===== config.mk =====
export PLATFORM = sky130hd
export DESIGN_NAME = nvs_ctrl
export DESIGN_NICKNAME = d
export VERILOG_FILES = /design/src/nvs_pkg.sv /design/src/nvs_ctrl.sv
export SDC_FILE = /design/constraint.sdc
export NUM_CORES = 1
export LEC_CHECK = 0
export ABC_AREA = 1
export BUFFER_PORTS_ARGS = -buffer_cell sky130_fd_sc_hd__buf_4
export CORE_AREA = 2 2 39 41
export CTS_CLUSTER_DIAMETER = 40
export DETAILED_ROUTE_END_ITERATION = 6
export DIE_AREA = 0 0 41 43
export RECOVER_POWER = 50
export SYNTH_ARGS = -nofsm -noshare
export SYNTH_HDL_FRONTEND = slang
export SYNTH_SLANG_ARGS = --single-unit

===== constraint.sdc =====
create_clock -name clk -period 1.9 [get_ports clk]
set_input_delay 0.57 -clock clk [delete_from_list [all_inputs] [get_ports clk]]
set_output_delay 0.57 -clock clk [all_outputs]
set_load 0.02 [all_outputs]

===== src/nvs_pkg.sv =====
// ----------------------------------------------------------------------------
// Nearest vertex search package
// Shared sizes, command codes and controller/datapath handshake types.
// ----------------------------------------------------------------------------
package nvs_pkg;

  // Store geometry and coordinate format.
  localparam int MAX_VERTICES = 4096;
  localparam int COORD_WIDTH  = 16;
  localparam int NUM_SETS     = 3;

  // Fixed field widths of the ports.
  localparam int PT_W   = 16;
  localparam int SET_W  = 2;
  localparam int VIDX_W = 12;
  localparam int CNT_W  = 13;
  localparam int DIST_W = 17;

  // Derived sizes.
  localparam int SIDX_W = $clog2(MAX_VERTICES);
  localparam int SCAN_W = $clog2(MAX_VERTICES + 1);
  localparam int CMP_W  = (SCAN_W > CNT_W) ? SCAN_W : CNT_W;
  localparam int ADDR_W = $clog2(NUM_SETS * MAX_VERTICES);
  localparam int VTX_W  = 3 * COORD_WIDTH;
  localparam int MAG_W  = COORD_WIDTH + 1;
  localparam int SQ_W   = 2 * MAG_W + 2;
  localparam int LOW_W  = (SQ_W > 39) ? SQ_W : 39;

  // One past the highest valid set code.
  localparam logic [SET_W-1:0] SET_LIMIT = SET_W'(NUM_SETS);

  // Starting best distance: 256*256*256 mm^2 in (1/128 mm)^2 units.
  localparam logic [LOW_W-1:0] LOWEST_INIT =
    LOW_W'((64'd256 * 64'd256 * 64'd256) * 64'd128 * 64'd128);

  // Item command codes.
  typedef enum logic {
    CMD_WRITE = 1'b0,
    CMD_QUERY = 1'b1
  } command_t;

  // Commands from the controller to the datapath.
  typedef struct packed {
    logic load;
    logic issue;
    logic sqrt_load;
    logic sqrt_step;
  } ctrl_cmd_t;

  // Status from the datapath to the controller.
  typedef struct packed {
    logic issue_done;
    logic pipe_empty;
    logic sqrt_last;
  } dp_status_t;

  // Reinterpret a coordinate field as a COORD_WIDTH signed value.
  function automatic logic signed [COORD_WIDTH-1:0] coord_of(input logic [PT_W-1:0] raw);
    logic [COORD_WIDTH+PT_W-1:0] ext;
    ext = {{COORD_WIDTH{1'b0}}, raw};
    return $signed(ext[COORD_WIDTH-1:0]);
  endfunction

endpackage


===== src/nvs_ctrl.sv =====
// ----------------------------------------------------------------------------
// Nearest vertex search controller
// Sequences the scan, pipeline drain, square root and result strobe.
// ----------------------------------------------------------------------------
module nvs_ctrl import nvs_pkg::*; (
  input  logic       clk,
  input  logic       rst_n,
  input  logic       start,
  input  logic       in_command,
  input  dp_status_t status,
  output ctrl_cmd_t  cmd,
  output logic       wr_accept,
  output logic       busy,
  output logic       out_valid
);

  typedef enum logic [1:0] {
    S_IDLE,
    S_SCAN,
    S_DRAIN,
    S_SQRT
  } state_t;

  state_t state_r;
  logic   busy_r;
  logic   out_valid_r;
  logic   accept;

  assign accept    = start && !busy_r;
  assign wr_accept = accept && (in_command == CMD_WRITE);

  // Datapath commands decoded from the state.
  always_comb begin
    cmd.load      = (state_r == S_IDLE) && accept && (in_command == CMD_QUERY);
    cmd.issue     = (state_r == S_SCAN) && !status.issue_done;
    cmd.sqrt_load = (state_r == S_DRAIN) && status.pipe_empty;
    cmd.sqrt_step = (state_r == S_SQRT);
  end

  // State and registered outputs.
  always_ff @(posedge clk) begin
    if (!rst_n) begin
      state_r     <= S_IDLE;
      busy_r      <= 1'b0;
      out_valid_r <= 1'b0;
    end else begin
      out_valid_r <= 1'b0;
      unique case (state_r)
        S_IDLE: begin
          if (accept && (in_command == CMD_QUERY)) begin
            state_r <= S_SCAN;
            busy_r  <= 1'b1;
          end
        end
        S_SCAN: begin
          if (status.issue_done) begin
            state_r <= S_DRAIN;
          end
        end
        S_DRAIN: begin
          if (status.pipe_empty) begin
            state_r <= S_SQRT;
          end
        end
        S_SQRT: begin
          if (status.sqrt_last) begin
            state_r     <= S_IDLE;
            busy_r      <= 1'b0;
            out_valid_r <= 1'b1;
          end
        end
        default: begin
          state_r <= S_IDLE;
          busy_r  <= 1'b0;
        end
      endcase
    end
  end

  assign busy      = busy_r;
  assign out_valid = out_valid_r;

  // Busy is exactly the non-idle states.
  a_busy_state: assert property (@(posedge clk) disable iff (!rst_n)
    busy_r == (state_r != S_IDLE))
    else $error("busy does not match controller state");

  // A result strobe lasts one cycle.
  a_strobe_single: assert property (@(posedge clk) disable iff (!rst_n)
    out_valid_r |=> !out_valid_r)
    else $error("result strobe longer than one cycle");

  // A result follows the last square root step.
  a_strobe_after_sqrt: assert property (@(posedge clk) disable iff (!rst_n)
    out_valid_r |-> ($past(state_r) == S_SQRT))
    else $error("result strobe without square root");

  // The square root only runs on a drained pipeline.
  a_sqrt_drained: assert property (@(posedge clk) disable iff (!rst_n)
    (state_r == S_SQRT) |-> status.pipe_empty)
    else $error("square root started before the pipeline drained");

endmodule


==> metrics <==
first-pass GRT wire length=roughly 930 um; worst slew margin relative to its limit=0.818; combinational family with the most area after synthesis=simple AND/OR/NAND/NOR gates; dominant cells by area after synthesis=dfxtp_1 (25%), ha_1 (16%), inv_1 (11%); placed cell count=74; synth-to-layout area growth=39.8%; post-layout net count=between 70 and 80; Initial Util=0.227; chip height=between 40 and 50 um; number of different library cells in the post-synthesis netlist=12; vias in the first global route=between 200 and 300; final critical delay including setup and external delays=~1800 ps; part of the total power dissipated in sequential elements=0.250; simple logic cell fraction of the synthesized area=0.378; post-synthesis xor/xnor area fraction=0; clk sinks=4; switching share of power=0.437; top cells by count, synth=inv_1 (9), nand2_1 (9), nor2_1 (6); static leakage=~0.25 nW; Worst EP arrival=around 1200 ps; Max Transition Viols Final=0; floorplan die width=41 um; largest net degree at the start of global routing=6; final cell area excluding filler cells=~440 um^2; GRT overflow=0; MaxCap Viol Count=0; Internal Pwr Total=slightly above 0.0003 W; TritonCTS clock tree=done; share of the synthesized area in compound gates (AO/OA/AOI/OAI)=0.0876; top cell type's share of synthesized area=0.255; Warnings, synthesis=0; number of core rows=14; worst-path maximum fanout=4; placed inst area=about 430 um^2; number of buffers on the longest clock path=2; highest clock frequency the design can meet=between 500 and 600 MHz; clock transition at the registers of the reported paths=40 ps; critical path endpoint category=primary output; number of instances on the worst hold path=2; pin slew with the least headroom to its limit=~270 ps; share of power burned in the clock network=0.184; Final Setup Violations=0; DRC viols=0; clock skew after layout=just over 3 ps; core area=approximately 0.0014 mm^2; worst-skew pair later-pin latency=between 200 and 250 ps; cell accounting for the most synthesized area=dfxtp_1; Inserted Clock Buffers=3; diodes inserted=0; share of the clock period used by the worst path after layout=0.928; non-filler cells in the finished layout=77; startpoint-to-endpoint class of the critical path=reg2out; Comb power frac=0.567; global-route usage over all layers=0.0832; Mean Syn Cell Area=roughly 7 um^2; type of the tightest min-delay check=reg2reg; Avg WL per Cell=7.66 um; number of vias in the routed layout=298; number of levels in the clock H-tree=1; IR drop worst, VDD=approximately 450 uV; pwr/cell area=1250 mW/mm^2; count of cells along the worst register-to-register path=8; net count of the mapped netlist=56; number of failing hold endpoints at the final stage=0; clock root buffer master=clkbuf_4; count of flip-flops with a built-in enable after synthesis=0; unrepaired setup endpoints after global routing=false; initial antenna violation count=0; fraction of final layout cells with drive strength greater than 1=0.377; post-layout power=0.000550 W; Die ar.=roughly 0.0018 mm^2; crit path launch type=flip-flop; worst hold slack=roughly 500 ps; result of the run=finished clean; Antenna Nets Post-Route=0; adder-cell share of the synthesized area=0.159; fraction of synthesized area in multiplexers=0; cts hold-fix bufs=0; CP Data Required Time=1330 ps; synthesized cell area=between 300 and 400 um^2; most common flop cell mapped by yosys=dfxtp_1; HPWL after detailed placement=about 520 um; average via count per standard cell=~3.9; final estimated routing congestion in global placement=about 0.68; synthesized flop and latch total=4; total of cells resized after clock tree synthesis=0; switching power=between 0.0002 and 0.00025 W; post-CTS repair timing setup buffer count=0; sum of negative setup slack=0 ps; Port Buffers=13; I/O pin total=14; post-synthesis instance total=between 40 and 50; Async SR Flop Fraction=0; sequential cell area fraction in the yosys report=0.255; DR iter-0 viols=5; Detailed Route WL=roughly 590 um; first-pass iteration count of the detailed router=2
[power groups by stage]
stage               clock network, W  logic (W)  registers (W)
finish                      0.000101   0.000312       0.000138
global route                0.000120   0.000351       0.000143
CTS                         0.000108   0.000333       0.000138
detailed placement                 0   0.000332       0.000140
global placement                   0   0.000327       0.000138
floorplan                          0   0.000228       0.000149
[cell usage in the layout (no fill, tap or decap), drive strengths merged]
cell type and count:
a21oi 4, nor2 8, clkbuf 4, dfxtp 4, inv 10, nand2 13
ha 4, buf 12, nand3 2
[area by class of cell]
cell class	instances	area, um^2
Fill cell	158	945
Clock buffer	3	22.5
Timing Repair Buffer	13	93.8
Tap cell	16	20.0
Inverter	10	37.5
Multi-Input combinational cell	31	185
Sequential cell	4	80.1
[cell families (layout without fill, tap and decap cells)]
group	after synthesis	in the layout
AND/OR/NAND/NOR	23	23
buffers and inverters	10	26
adder cells (fa/ha/maj)	4	4
AO/OA/AOI/OAI	4	4
flip-flops	4	4
[path summary, 6_finish.rpt]
path	from	endpoint	slack [ps]
worst max register to register	state_r[0]$_SDFFE_PN0P_	state_r[1]$_SDFFE_PN0P_	540
worst min register to register	busy$_SDFFE_PN0P_	busy$_SDFFE_PN0P_	500
worst max-delay path	state_r[0]$_SDFFE_PN0P_	cmd[3]	140
worst min-delay path	busy$_SDFFE_PN0P_	busy$_SDFFE_PN0P_	500
[state kept, by name (all words and copies together), names as in the netlist]
signal     cells
state_r        2
busy           1
out_valid      1
[through the flow]
step           utilization  setup slack (ps)
2_1_floorplan            -               396
3_3_place_gp         0.312               351
3_5_place_dp         0.312               354
4_1_cts              0.328               119
5_1_grt              0.317              54.9
6_report             0.317               136
[worst max-delay path: stages (launching register included)]
cell and delay (ps):
dfxtp_1 380, inv_1 80, ha_1 230, inv_1 80
nor2_1 50, buf_4 150
[layer usage]
metal  share of wire  routed length (um)  vias up  GRT usage
met5               0                   0        -          0
met4               0                   0        0     0.0600
met3           0.069                  41        0     0.0471
met2            0.50                 294       10      0.119
met1            0.43                 254      123     0.0865
li1                -                   -      165          -
Note: power is estimated with default switching activity, not from simulation.
