### config.mk
export PLATFORM = sky130hd
export DESIGN_NAME = nvs_regs
export DESIGN_NICKNAME = d
export VERILOG_FILES = /design/src/nvs_pkg.sv /design/src/nvs_regs.sv
export SDC_FILE = /design/constraint.sdc
export NUM_CORES = 1
export LEC_CHECK = 0
export ABC_AREA = 1
export BUFFER_PORTS_ARGS = -buffer_cell sky130_fd_sc_hd__buf_2
export CORE_MARGIN = 3
export CORE_UTILIZATION = 35
export DETAILED_ROUTE_END_ITERATION = 16
export GPL_TIMING_DRIVEN = 0
export PLACE_DENSITY = 0.8
export SYNTH_ARGS = -nofsm -noshare
export SYNTH_HDL_FRONTEND = slang
export SYNTH_SLANG_ARGS = --single-unit
### constraint.sdc
create_clock -name clk -period 0.95 [get_ports clk]
set_input_delay 0.095 -clock clk [delete_from_list [all_inputs] [get_ports clk]]
set_output_delay 0.095 -clock clk [all_outputs]
set_load 0.02 [all_outputs]
### src/nvs_pkg.sv
// ----------------------------------------------------------------------------
// Nearest vertex search package
// Shared sizes, command codes and controller/datapath handshake types.
// ----------------------------------------------------------------------------
package nvs_pkg;

  // Store geometry and coordinate format.
  localparam int MAX_VERTICES = 4096;
  localparam int COORD_WIDTH  = 16;
  localparam int NUM_SETS     = 3;

  // Fixed field widths of the ports.
  localparam int PT_W   = 16;
  localparam int SET_W  = 2;
  localparam int VIDX_W = 12;
  localparam int CNT_W  = 13;
  localparam int DIST_W = 17;

  // Derived sizes.
  localparam int SIDX_W = $clog2(MAX_VERTICES);
  localparam int SCAN_W = $clog2(MAX_VERTICES + 1);
  localparam int CMP_W  = (SCAN_W > CNT_W) ? SCAN_W : CNT_W;
  localparam int ADDR_W = $clog2(NUM_SETS * MAX_VERTICES);
  localparam int VTX_W  = 3 * COORD_WIDTH;
  localparam int MAG_W  = COORD_WIDTH + 1;
  localparam int SQ_W   = 2 * MAG_W + 2;
  localparam int LOW_W  = (SQ_W > 39) ? SQ_W : 39;

  // One past the highest valid set code.
  localparam logic [SET_W-1:0] SET_LIMIT = SET_W'(NUM_SETS);

  // Starting best distance: 256*256*256 mm^2 in (1/128 mm)^2 units.
  localparam logic [LOW_W-1:0] LOWEST_INIT =
    LOW_W'((64'd256 * 64'd256 * 64'd256) * 64'd128 * 64'd128);

  // Item command codes.
  typedef enum logic {
    CMD_WRITE = 1'b0,
    CMD_QUERY = 1'b1
  } command_t;

  // Commands from the controller to the datapath.
  typedef struct packed {
    logic load;
    logic issue;
    logic sqrt_load;
    logic sqrt_step;
  } ctrl_cmd_t;

  // Status from the datapath to the controller.
  typedef struct packed {
    logic issue_done;
    logic pipe_empty;
    logic sqrt_last;
  } dp_status_t;

  // Reinterpret a coordinate field as a COORD_WIDTH signed value.
  function automatic logic signed [COORD_WIDTH-1:0] coord_of(input logic [PT_W-1:0] raw);
    logic [COORD_WIDTH+PT_W-1:0] ext;
    ext = {{COORD_WIDTH{1'b0}}, raw};
    return $signed(ext[COORD_WIDTH-1:0]);
  endfunction

endpackage

### src/nvs_regs.sv
// ----------------------------------------------------------------------------
// Nearest vertex search configuration registers
// APB-style register file holding the vertex count.
// ----------------------------------------------------------------------------
module nvs_regs import nvs_pkg::*; (
  input  logic             clk,
  input  logic             rst_n,
  input  logic             psel,
  input  logic             penable,
  input  logic             pwrite,
  input  logic [2:0]       paddr,
  input  logic [31:0]      pwdata,
  output logic [31:0]      prdata,
  output logic             pready,
  output logic [CNT_W-1:0] vertex_count
);

  localparam logic REG_VERTEX_COUNT = 1'b0;

  logic             reg_index;
  logic             wr_en;
  logic [CNT_W-1:0] vertex_count_r;
  logic [CNT_W-1:0] vertex_count_nxt;

  // Word index of the access.
  assign reg_index = paddr[2];
  assign wr_en     = psel && penable && pwrite;
  assign pready    = 1'b1;

  // Register update.
  always_comb begin
    vertex_count_nxt = vertex_count_r;
    if (wr_en) begin
      unique case (reg_index)
        REG_VERTEX_COUNT: vertex_count_nxt = pwdata[CNT_W-1:0];
        default:          vertex_count_nxt = vertex_count_r;
      endcase
    end
  end

  always_ff @(posedge clk) begin
    if (!rst_n) begin
      vertex_count_r <= '0;
    end else begin
      vertex_count_r <= vertex_count_nxt;
    end
  end

  // Read back.
  always_comb begin
    unique case (reg_index)
      REG_VERTEX_COUNT: prdata = 32'(vertex_count_r);
      default:          prdata = '0;
    endcase
  end

  assign vertex_count = vertex_count_r;

endmodule

==> results of run 1 <==
==> routing by layer <==
layer  up-vias  global-route usage (%)  share of wire, %
met5         -                       0                 0
met4         0                    1.21              0.67
met3         2                    4.83               9.3
met2        30                    21.7                52
met1       338                    13.3                38
li1        483                       -                 -
==> kinds of logic (layout without fill, tap and decap cells) <==
group         after synthesis  count (layout)  share of synthesized area, %
buf+inv                    54             102                          34.0
other cells                 2              20                         0.896
simple gates               69              69                          34.0
flops                      13              13                          31.0
==> final cells by class <==
class                   count  area share, %
well taps                  28           2.79
clock buffers               4           2.09
repair buffers             44           20.7
inverters                  29           8.67
plain buffers              25           14.0
flip-flops and latches     13           22.0
multi-input cells          89           29.7
==> timing repair <==
| item | 4_1_cts | 5_1_grt |
|---|---|---|
| pin swaps | 1 | 3 |
| resized for setup | 28 | 15 |
| gates cloned | 0 | 0 |
| hold buffers | 0 | 0 |
| setup buffers | 0 | 0 |
| endpoints found under the setup margin | 13 | 13 |
==> power breakdown <==
group	total (W)	leakage (nW)	internal (W)	switching (W)
logic	0.000366	0.628	0.000149	0.000217
registers	0.000582	0.112	0.000567	0.0000149
clock network	0.000321	0.0150	0.000162	0.000159
==> critical path: stages, from the launching register on <==
cell and delay (ns):
dfxtp_2 0.35, inv_2 0.04, nor2_2 0.10, buf_6 0.12
==> metrics by stage <==
stage	total power [W]	setup slack, ns	instance area, um^2
4_1_cts	0.00128	-0.0426	1240
3_3_place_gp	0.000939	-0.00664	1160
3_5_place_dp	0.000942	-0.00939	1160
2_1_floorplan	0.000854	0.0733	906
6_report	0.00127	-0.0219	1260
5_1_grt	0.00137	-0.0809	1260
==> final timing paths <==
kind | from | to | slack [ns] | cells after the start
setup reg to reg | vertex_count[4] | vertex_count[4] | 0.36 | 2
hold reg to reg | vertex_count[2] | vertex_count[2] | 0.49 | 2
setup / recovery | vertex_count[10] | prdata[10] | -0.02 | 3
hold / removal | rst_n | vertex_count[8] | 0.07 | 3
==> cell usage in the layout (no fill, tap or decap), types with 3 or more instances in the layout <==
master / instances
buf_2: 34
buf_4: 32
clkbuf_4: 3
conb_1: 20
dfxtp_2: 13
inv_1: 17
inv_2: 12
nand2_1: 15
nand3_1: 13
nor2_1: 36
nor2_2: 3
==> Implementation_results.wiki, run 1 <==
{| class="wikitable"
! Metric !! Value
|-
| Post-synthesis cell area || 838 um^2
|-
| Final critical-path share of the clock period || 102%
|-
| Total setup violations reported at the end of the flow || 4
|-
| Area added between synthesis and finish || 49.9%
|-
| Routability-driven placement congestion ratio || 0.814
|-
| Final std cells w/o fill || 232
|-
| Status || finished with violations
|-
| Distinct cells, synth || 12
|-
| Height of the die || 54.9 um
|-
| Setup slack after layout || -0.0219 ns
|-
| Required time reported for the critical path endpoint || 0.85 ns
|-
| Count of antenna diodes in the layout || 0
|-
| Number of buffers created by CTS || 3
|-
| Critical Setup Path Class || reg -> out
|-
| Clock tree from TritonCTS || built
|-
| Setup repair after global routing missed its margin || yes
|-
| Seq/Total Area, Yosys || 31.0%
|-
| Number of filler cells placed in the layout || 246
|-
| Clock latency reported for the late side of the worst-skew pair || 0.26 ns
|-
| Via-per-instance ratio || 3.68
|-
| Wire length of the first global-routing pass || 2.57 mm
|-
| Arrival time of data at the critical path endpoint || 0.88 ns
|-
| Number of register bits inferred by synthesis || 13
|-
| Clk root buf || clkbuf_4
|-
| Final Skew || 0 ns
|-
| Total routing usage reported by global routing || 11.9%
|-
| Kind of capture point of the worst setup path || output pin
|-
| Number of core rows || 17
|-
| Number of primary I/O pins || 86
|-
| Min Clock Period, post-route || 0.972 ns
|-
| Pwr/cell area || 1010 nW/um^2
|-
| Maximum count of clock buffers along a single path || 2
|-
| Combined flip-flop and latch cell area || 277 um^2
|-
| Initial DRT Pass Iterations || 3
|-
| Routed WL per cell || 7.69 um
|-
| CTS clk-pin slew, worst paths || 0.08 ns
|-
| Max-cap viol count || 0
|-
| Combined area of the multi-input logic cells || 373 um^2
|-
| Cell types with the highest counts after synthesis || nor2_1, inv_1, buf_4, nand2_1
|-
| Count of mapped cells out of synthesis || 138
|-
| Largest net degree at the start of global routing || 11
|-
| Final core area utilization || 56.2%
|-
| Biggest area consumer among synthesized cells || dfxtp_1
|-
| Vias after detailed routing || 853
|-
| Most frequent cell after synthesis || nor2_1
|-
| IO buf count || 44
|-
| Peak supply drop || 0.803 mV
|-
| Flip-flop count of the largest register, all copies and words added || 13
|-
| Leak Pwr || 0.755 nW
|-
| Detailed router's first-iteration violation count || 3
|-
| Top flip-flop cell by instance count after synthesis || dfxtp_1
|-
| Highest clock rate || 1.03 GHz
|-
| Die area || 3020 um^2
|-
| Routed wire length || 1.78 mm
|-
| Number of warnings printed during yosys synthesis || 0
|-
| Async SR Flop Fraction || 0%
|-
| Vias in the first global route || 638
|-
| CTS H-tree depth || 1
|-
| Top cells by area, synth || dfxtp_1, buf_4, nor2_1, inv_1, nand3_1
|-
| Share of cells above drive strength 1 || 49.5%
|-
| Count of flip-flops with a built-in enable after synthesis || 0
|-
| Slew Viols, Final || 0
|-
| Initial Util || 37.5%
|-
| Total clock sinks || 13
|-
| Hold Slack || 0.0727 ns
|-
| Final global-route overflow total || 0
|-
| Critical path launch point type || flip-flop
|-
| Mean cell area of the mapped netlist || 6.07 um^2
|-
| Remaining design rule violation count || 0
|-
| Min-Delay Path Class || in -> reg
|-
| Number of endpoints with negative hold slack in the final report || 0
|-
| Total half-perimeter wirelength after legalization and detailed placement || 1.47 mm
|-
| Final net count || 245
|-
| Placed Cells incl. Taps || 228
|-
| Violations in the final reports || negative setup slack
|-
| Number of nets with antenna violations after routing || 0
|-
| Area inside the core boundary || 2230 um^2
|-
| Horiz. Die Dim || 54.9 um
|-
| CP Max Fanout || 3
|-
| Sum Neg Setup Slack || -0.0485 ns
|-
| Antenna violations before repair || 0
|-
| Synth top area share || 31.0%
|}
No activity file was read; power rests on OpenSTA's default activity.
==> run 2, diff against run 1 <==
- SKIP_CTS_REPAIR_TIMING: unset -> 1
==> Implementation_results.wiki, run 2 (synthesis gave the netlist of run 1 again) <==
{| class="wikitable"
! Metric !! Value
|-
| Status || finished with violations (unchanged)
|-
| Violations in the final reports || negative setup slack (unchanged)
|-
| Start point of the worst min-delay path || rst_n (unchanged)
|-
| Number of primary I/O pins || 86 (unchanged)
|-
| CTS H-tree depth || 1 (unchanged)
|-
| Initial DRT Pass Iterations || 4 (was 3)
|-
| Height of the die || 54.9 um (unchanged)
|-
| Clock latency reported for the late side of the worst-skew pair || 0.26 ns (about the same)
|-
| Antenna violations before repair || 0 (unchanged)
|-
| Number of filler cells placed in the layout || 249 (was 246)
|-
| Pwr/cell area || 1000 nW/um^2 (was 1010 nW/um^2)
|-
| Count of antenna diodes in the layout || 0 (unchanged)
|-
| Routability-driven placement congestion ratio || 0.814 (unchanged)
|-
| Number of nets with antenna violations after routing || 0 (unchanged)
|-
| Most used cells in the layout excluding fill and tap cells || nor2_1, buf_2, buf_4, conb_1, inv_1 (unchanged)
|-
| Slew Viols, Final || 0 (unchanged)
|-
| Share of cells above drive strength 1 || 49.8% (was 49.5%)
|-
| Clock power share || 25.2% (was 25.3%)
|-
| Total routing usage reported by global routing || 11.9% (unchanged)
|-
| Setup repair after global routing missed its margin || yes (unchanged)
|-
| Maximum count of clock buffers along a single path || 2 (unchanged)
|-
| Peak supply drop || 0.809 mV (was 0.803 mV)
|-
| Total clock sinks || 13 (unchanged)
|-
| Horiz. Die Dim || 54.9 um (unchanged)
|-
| FF-to-FF path depth || 3 (was 2)
|-
| Terminus of the critical flop-to-flop path || vertex_count[12] (was vertex_count[4])
|-
| Largest net degree at the start of global routing || 11 (unchanged)
|-
| Min-Delay Path Class || in -> reg (unchanged)
|-
| Min Clock Period, post-route || 0.970 ns (was 0.972 ns)
|-
| Critical Setup Path Class || reg -> out (unchanged)
|-
| Worst slack at placement || -0.00939 ns (unchanged)
|-
| CP Max Fanout || 3 (unchanged)
|-
| Largest incremental delay on the critical path || 0.35 ns (about the same)
|-
| Worst hold path depth || 3 (unchanged)
|-
| Number of core rows || 17 (unchanged)
|-
| Total setup violations reported at the end of the flow || 5 (was 4)
|-
| CTS clk-pin slew, worst paths || 0.08 ns (about the same)
|-
| Vias in the first global route || 640 (was 638)
|-
| Max-cap viol count || 0 (unchanged)
|-
| Leak Pwr || 0.761 nW (was 0.755 nW)
|-
| Via-per-instance ratio || 3.65 (was 3.68)
|-
| Max stage delay cell, worst path || dfxtp_2 (unchanged)
|-
| Required time reported for the critical path endpoint || 0.85 ns (about the same)
|-
| IO buf count || 44 (unchanged)
|-
| Highest clock rate || 1.03 GHz (about the same)
|-
| Most common library cell in the layout ignoring fill and taps || nor2_1 (unchanged)
|-
| Final global-route overflow total || 0 (unchanged)
|-
| Area added between synthesis and finish || 51.9% (was 49.9%)
|-
| Final net count || 246 (was 245)
|-
| Arrival time of data at the critical path endpoint || 0.88 ns (about the same)
|-
| Sink of the worst hold path || vertex_count[9] (was vertex_count[8])
|-
| CP Cell Sequence || inv_2, nor2_2, buf_6 (unchanged)
|-
| Internal power || 0.000883 W (was 0.000878 W)
|-
| Critical path launch point type || flip-flop (unchanged)
|-
| Wire length of the first global-routing pass || 2.57 mm (unchanged)
|-
| Area inside the core boundary || 2230 um^2 (unchanged)
|-
| Die area || 3020 um^2 (unchanged)
|-
| Clk root buf || clkbuf_4 (unchanged)
|-
| Detailed router's first-iteration violation count || 2 (was 3)
|-
| Number of endpoints with negative hold slack in the final report || 0 (unchanged)
|-
| Final critical-path share of the clock period || 102% (about the same)
|-
| Sum Neg Setup Slack || -0.0558 ns (was -0.0485 ns)
|-
| Reported net switching power || 0.000393 W (was 0.000391 W)
|-
| Fraction of power consumed by sequential logic || 45.6% (was 45.9%)
|-
| Routed WL per cell || 7.80 um (was 7.69 um)
|-
| Kind of capture point of the worst setup path || output pin (unchanged)
|-
| Setup slack after layout || -0.0201 ns (was -0.0219 ns)
|-
| Portion of total power attributed to combinational logic || 29.2% (was 28.8%)
|-
| Final Skew || 0 ns (unchanged)
|-
| Number of buffers created by CTS || 3 (unchanged)
|-
| Remaining design rule violation count || 0 (unchanged)
|-
| Initial Util || 37.5% (unchanged)
|-
| Clock tree from TritonCTS || built (unchanged)
|-
| Routed wire length || 1.82 mm (was 1.78 mm)
|-
| Total half-perimeter wirelength after legalization and detailed placement || 1.47 mm (unchanged)
|-
| Setup slack on the worst flop-to-flop path || 0.24 ns (was 0.36 ns)
|-
| Vias after detailed routing || 850 (was 853)
|-
| Switching share of total power || 30.8% (about the same)
|-
| Flip-flop count of the largest register, all copies and words added || 13 (unchanged)
|-
| Worst flop-to-flop path startpoint || vertex_count[12] (was vertex_count[4])
|}
## run 2: layer usage
| metal | wire length (um) | vias up | GRT usage (%) |
|---|---|---|---|
| li1 | - | 485 | - |
| met1 | 680 | 333 | 13.3 |
| met2 | 945 | 30 | 21.7 |
| met3 | 178 | 2 | 4.83 |
| met4 | 12 | 0 | 1.21 |
| met5 | 0 | - | 0 |
## run 2: layout make-up
type | instances | area [um^2] | share of cell area [%]
Buffer | 25 | 176 | 13.9
Tap cell | 28 | 35.0 | 2.75
Inverter | 29 | 109 | 8.55
Sequential cell | 13 | 277 | 21.7
Multi-Input combinational cell | 89 | 373 | 29.3
Timing Repair Buffer | 45 | 278 | 21.8
Clock buffer | 4 | 26.3 | 2.06
## run 2: worst max-delay path by stage
| stage | endpoint | from | slack (ns) | cells after the start |
|---|---|---|---|---|
| floorplan | prdata[0] | vertex_count[0] | 0.07 | 2 |
| global placement | vertex_count[6] | paddr[2] | -0.007 | 6 |
| detailed placement | vertex_count[3] | paddr[2] | -0.009 | 6 |
| CTS | prdata[2] | vertex_count[2] | -0.07 | 3 |
| global route | prdata[12] | vertex_count[12] | -0.09 | 3 |
| finish | prdata[10] | vertex_count[10] | -0.02 | 3 |
## run 2: per-stage QoR
step | util, % | instance area, um^2 | cells | total power (W) | hold slack [ns]
after floorplan | - | 906 | 156 | 0.000854 | 0.216
after global placement | 52.0 | 1160 | 228 | 0.000939 | 0.355
after detailed placement | 52.0 | 1160 | 228 | 0.000942 | 0.356
after CTS | 53.2 | 1190 | 232 | 0.00127 | 0.0724
after global routing | 57.0 | 1270 | 233 | 0.00138 | 0.0634
final | 57.0 | 1270 | 233 | 0.00128 | 0.0728
## run 2: power groups by stage
| stage | clock, W | sequential (W) | combinational (W) |
|---|---|---|---|
| after global placement | 0 | 0.000589 | 0.000350 |
| final | 0.000322 | 0.000582 | 0.000372 |
| after floorplan | 0 | 0.000612 | 0.000242 |
| after detailed placement | 0 | 0.000590 | 0.000353 |
| after CTS | 0.000336 | 0.000577 | 0.000354 |
| after global routing | 0.000379 | 0.000586 | 0.000413 |
## run 2: worst max-delay path: cells and delay by family, from the launching register on
kind                   cells  cell delay, ns
buffers and inverters      2            0.16
flip-flops                 1            0.35
AND/OR/NAND/NOR            1            0.10
==> run 3, diff against run 2 <==
- CELL_PAD_IN_SITES_DETAIL_PLACEMENT: unset -> 1
- CELL_PAD_IN_SITES_GLOBAL_PLACEMENT: unset -> 1
- CORE_UTILIZATION: 35 -> 21
- PLACE_DENSITY: 0.8 -> unset
- PLACE_DENSITY_LB_ADDON: unset -> 0.1
==> Implementation_results.wiki, run 3 (synthesis gave the netlist of run 1 again) <==
{| class="wikitable"
! Metric !! Value
|-
| Area inside the core boundary || 3740 um^2 (was 2230 um^2)
|-
| IO buf count || 44 (unchanged)
|-
| Required time reported for the critical path endpoint || 0.85 ns (about the same)
|-
| Flip-flop count of the largest register, all copies and words added || 13 (unchanged)
|-
| Most common library cell in the layout ignoring fill and taps || buf_4 (was nor2_1)
|-
| FF-to-FF path depth || 3 (unchanged)
|-
| Remaining design rule violation count || 0 (unchanged)
|-
| Setup slack on the worst flop-to-flop path || 0.25 ns (was 0.24 ns)
|-
| Total power of the final layout || 0.00148 W (was 0.00128 W)
|-
| Largest net degree at the start of global routing || 11 (unchanged)
|-
| Worst flop-to-flop path startpoint || vertex_count[7] (was vertex_count[12])
|-
| Combined flip-flop and latch cell area || 277 um^2 (unchanged)
|-
| Clock tree from TritonCTS || built (unchanged)
|-
| Slew Viols, Final || 0 (unchanged)
|-
| Clock latency reported for the late side of the worst-skew pair || 0.24 ns (was 0.26 ns)
|-
| Via-per-instance ratio || 3.68 (was 3.65)
|-
| Status || completed (was finished with violations)
|-
| Final net count || 252 (was 246)
|-
| Switching share of total power || 30.1% (was 30.8%)
|-
| Height of the die || 69.2 um (was 54.9 um)
|-
| Most used cells in the layout excluding fill and tap cells || buf_4, nor2_1, buf_2, conb_1, inv_1 (was nor2_1, buf_2, buf_4, conb_1, inv_1)
|-
| Total clock sinks || 13 (unchanged)
|-
| Sink of the worst hold path || vertex_count[7] (was vertex_count[9])
|-
| Number of nets with antenna violations after routing || 0 (unchanged)
|-
| Critical path launch point type || flip-flop (unchanged)
|-
| Number of primary I/O pins || 86 (unchanged)
|-
| Antenna violations before repair || 0 (unchanged)
|-
| Die area || 4790 um^2 (was 3020 um^2)
|-
| Internal power || 0.00103 W (was 0.000883 W)
|-
| Critical Setup Path Class || reg -> out (unchanged)
|-
| Min-Delay Path Class || in -> reg (unchanged)
|-
| Wire length of the first global-routing pass || 3.78 mm (was 2.57 mm)
|-
| Routability-driven placement congestion ratio || 0.690 (was 0.814)
|-
| Setup repair after global routing missed its margin || yes (unchanged)
|-
| Largest incremental delay on the critical path || 0.34 ns (was 0.35 ns)
|-
| Pwr/cell area || 1060 nW/um^2 (was 1000 nW/um^2)
|-
| Final global-route overflow total || 0 (unchanged)
|-
| Horiz. Die Dim || 69.2 um (was 54.9 um)
|-
| Final Skew || 0 ns (unchanged)
|-
| Routed WL per cell || 9.07 um (was 7.80 um)
|-
| Start point of the worst min-delay path || rst_n (unchanged)
|-
| Final critical-path share of the clock period || 99.4% (was 102%)
|-
| Arrival time of data at the critical path endpoint || 0.85 ns (was 0.88 ns)
|-
| Total half-perimeter wirelength after legalization and detailed placement || 1.94 mm (was 1.47 mm)
|-
| Detailed router's first-iteration violation count || 13 (was 2)
|-
| Total setup violations reported at the end of the flow || 0 (was 5)
|-
| Share of cells above drive strength 1 || 51.7% (was 49.8%)
|-
| Worst hold path depth || 3 (unchanged)
|-
| Routed wire length || 2.35 mm (was 1.82 mm)
|-
| Max stage delay cell, worst path || dfxtp_2 (unchanged)
|-
| Combined area of the multi-input logic cells || 380 um^2 (was 373 um^2)
|-
| Number of core rows || 22 (was 17)
|-
| Number of buffers created by CTS || 3 (unchanged)
|-
| Total routing usage reported by global routing || 9.52% (was 11.9%)
|-
| Reported net switching power || 0.000445 W (was 0.000393 W)
|-
| Initial Util || 22.4% (was 37.5%)
|-
| Maximum count of clock buffers along a single path || 2 (unchanged)
|-
| Fraction of power consumed by sequential logic || 39.5% (was 45.6%)
|-
| Hold Slack || 0.106 ns (was 0.0728 ns)
|-
| Peak supply drop || 0.335 mV (was 0.809 mV)
|-
| Count of antenna diodes in the layout || 0 (unchanged)
|-
| Clk root buf || clkbuf_8 (was clkbuf_4)
|-
| CP Cell Sequence || inv_2, nor2_1, buf_4 (was inv_2, nor2_2, buf_6)
|-
| Terminus of the critical flop-to-flop path || vertex_count[7] (was vertex_count[12])
|-
| Min Clock Period, post-route || 0.945 ns (was 0.970 ns)
|-
| Number of endpoints with negative hold slack in the final report || 0 (unchanged)
|-
| Highest clock rate || 1.06 GHz (was 1.03 GHz)
|-
| CTS clk-pin slew, worst paths || 0.06 ns (was 0.08 ns)
|-
| CP Max Fanout || 3 (unchanged)
|-
| Number of filler cells placed in the layout || 519 (was 249)
|-
| Kind of capture point of the worst setup path || output pin (unchanged)
|-
| Vias after detailed routing || 952 (was 850)
|-
| CTS H-tree depth || 1 (unchanged)
|-
| Leak Pwr || 0.802 nW (was 0.761 nW)
|-
| Area added between synthesis and finish || 66.1% (was 51.9%)
|-
| Vias in the first global route || 897 (was 640)
|-
| Initial DRT Pass Iterations || 3 (was 4)
|-
| Clock power share || 33.4% (was 25.2%)
|-
| Portion of total power attributed to combinational logic || 27.0% (was 29.2%)
|-
| Max-cap viol count || 0 (unchanged)
|}
==> run 3: routing by layer <==
metal	track usage, %	routed length [um]	up-vias
li1	-	-	497
met1	9.95	939	418
met3	2.75	161	2
met5	0	0	-
met4	3.90	21	0
met2	17.6	1230	35
==> run 3: layout make-up <==
class / count / area share [%]
Multi-Input combinational cell: 89 / 27.3
Timing Repair Buffer: 51 / 24.8
Sequential cell: 13 / 19.9
Buffer: 25 / 12.7
Inverter: 29 / 7.82
Tap cell: 48 / 4.31
Clock buffer: 4 / 3.23
==> run 3: power groups by stage <==
stage | clock network, W | registers, W | logic [W]
floorplan | 0 | 0.000612 | 0.000242
global placement | 0 | 0.000590 | 0.000355
detailed placement | 0 | 0.000591 | 0.000359
CTS | 0.000512 | 0.000579 | 0.000360
global route | 0.000537 | 0.000588 | 0.000438
finish | 0.000494 | 0.000585 | 0.000399
==> run 3: how the worst max path moves through the flow <==
stage                          start               to
floorplan            vertex_count[0]        prdata[0]
global placement            paddr[2]  vertex_count[2]
detailed placement          paddr[2]  vertex_count[6]
CTS                  vertex_count[0]        prdata[0]
global route        vertex_count[10]       prdata[10]
finish               vertex_count[7]        prdata[7]
==> run 3: critical path, delay by kind of cell (launching register included) <==
family	cells	cell delay (ns)
DFF	1	0.34
and+or+nand+nor	1	0.09
buffers and inverters	2	0.18
==> run 3: per-stage QoR <==
| stage | area [um^2] | setup slack, ns | TNS [ns] | util, % | cells |
|---|---|---|---|---|---|
| final | 1390 | 0.00540 | 0 | 37.2 | 259 |
| after global routing | 1390 | -0.0514 | -0.465 | 37.2 | 259 |
| after CTS | 1230 | -0.0464 | -0.429 | 32.9 | 252 |
| after detailed placement | 1190 | -0.0181 | -0.0521 | 31.7 | 248 |
| after global placement | 1190 | -0.00831 | -0.0350 | 31.7 | 248 |
| after floorplan | 906 | 0.0733 | 0 | - | 156 |
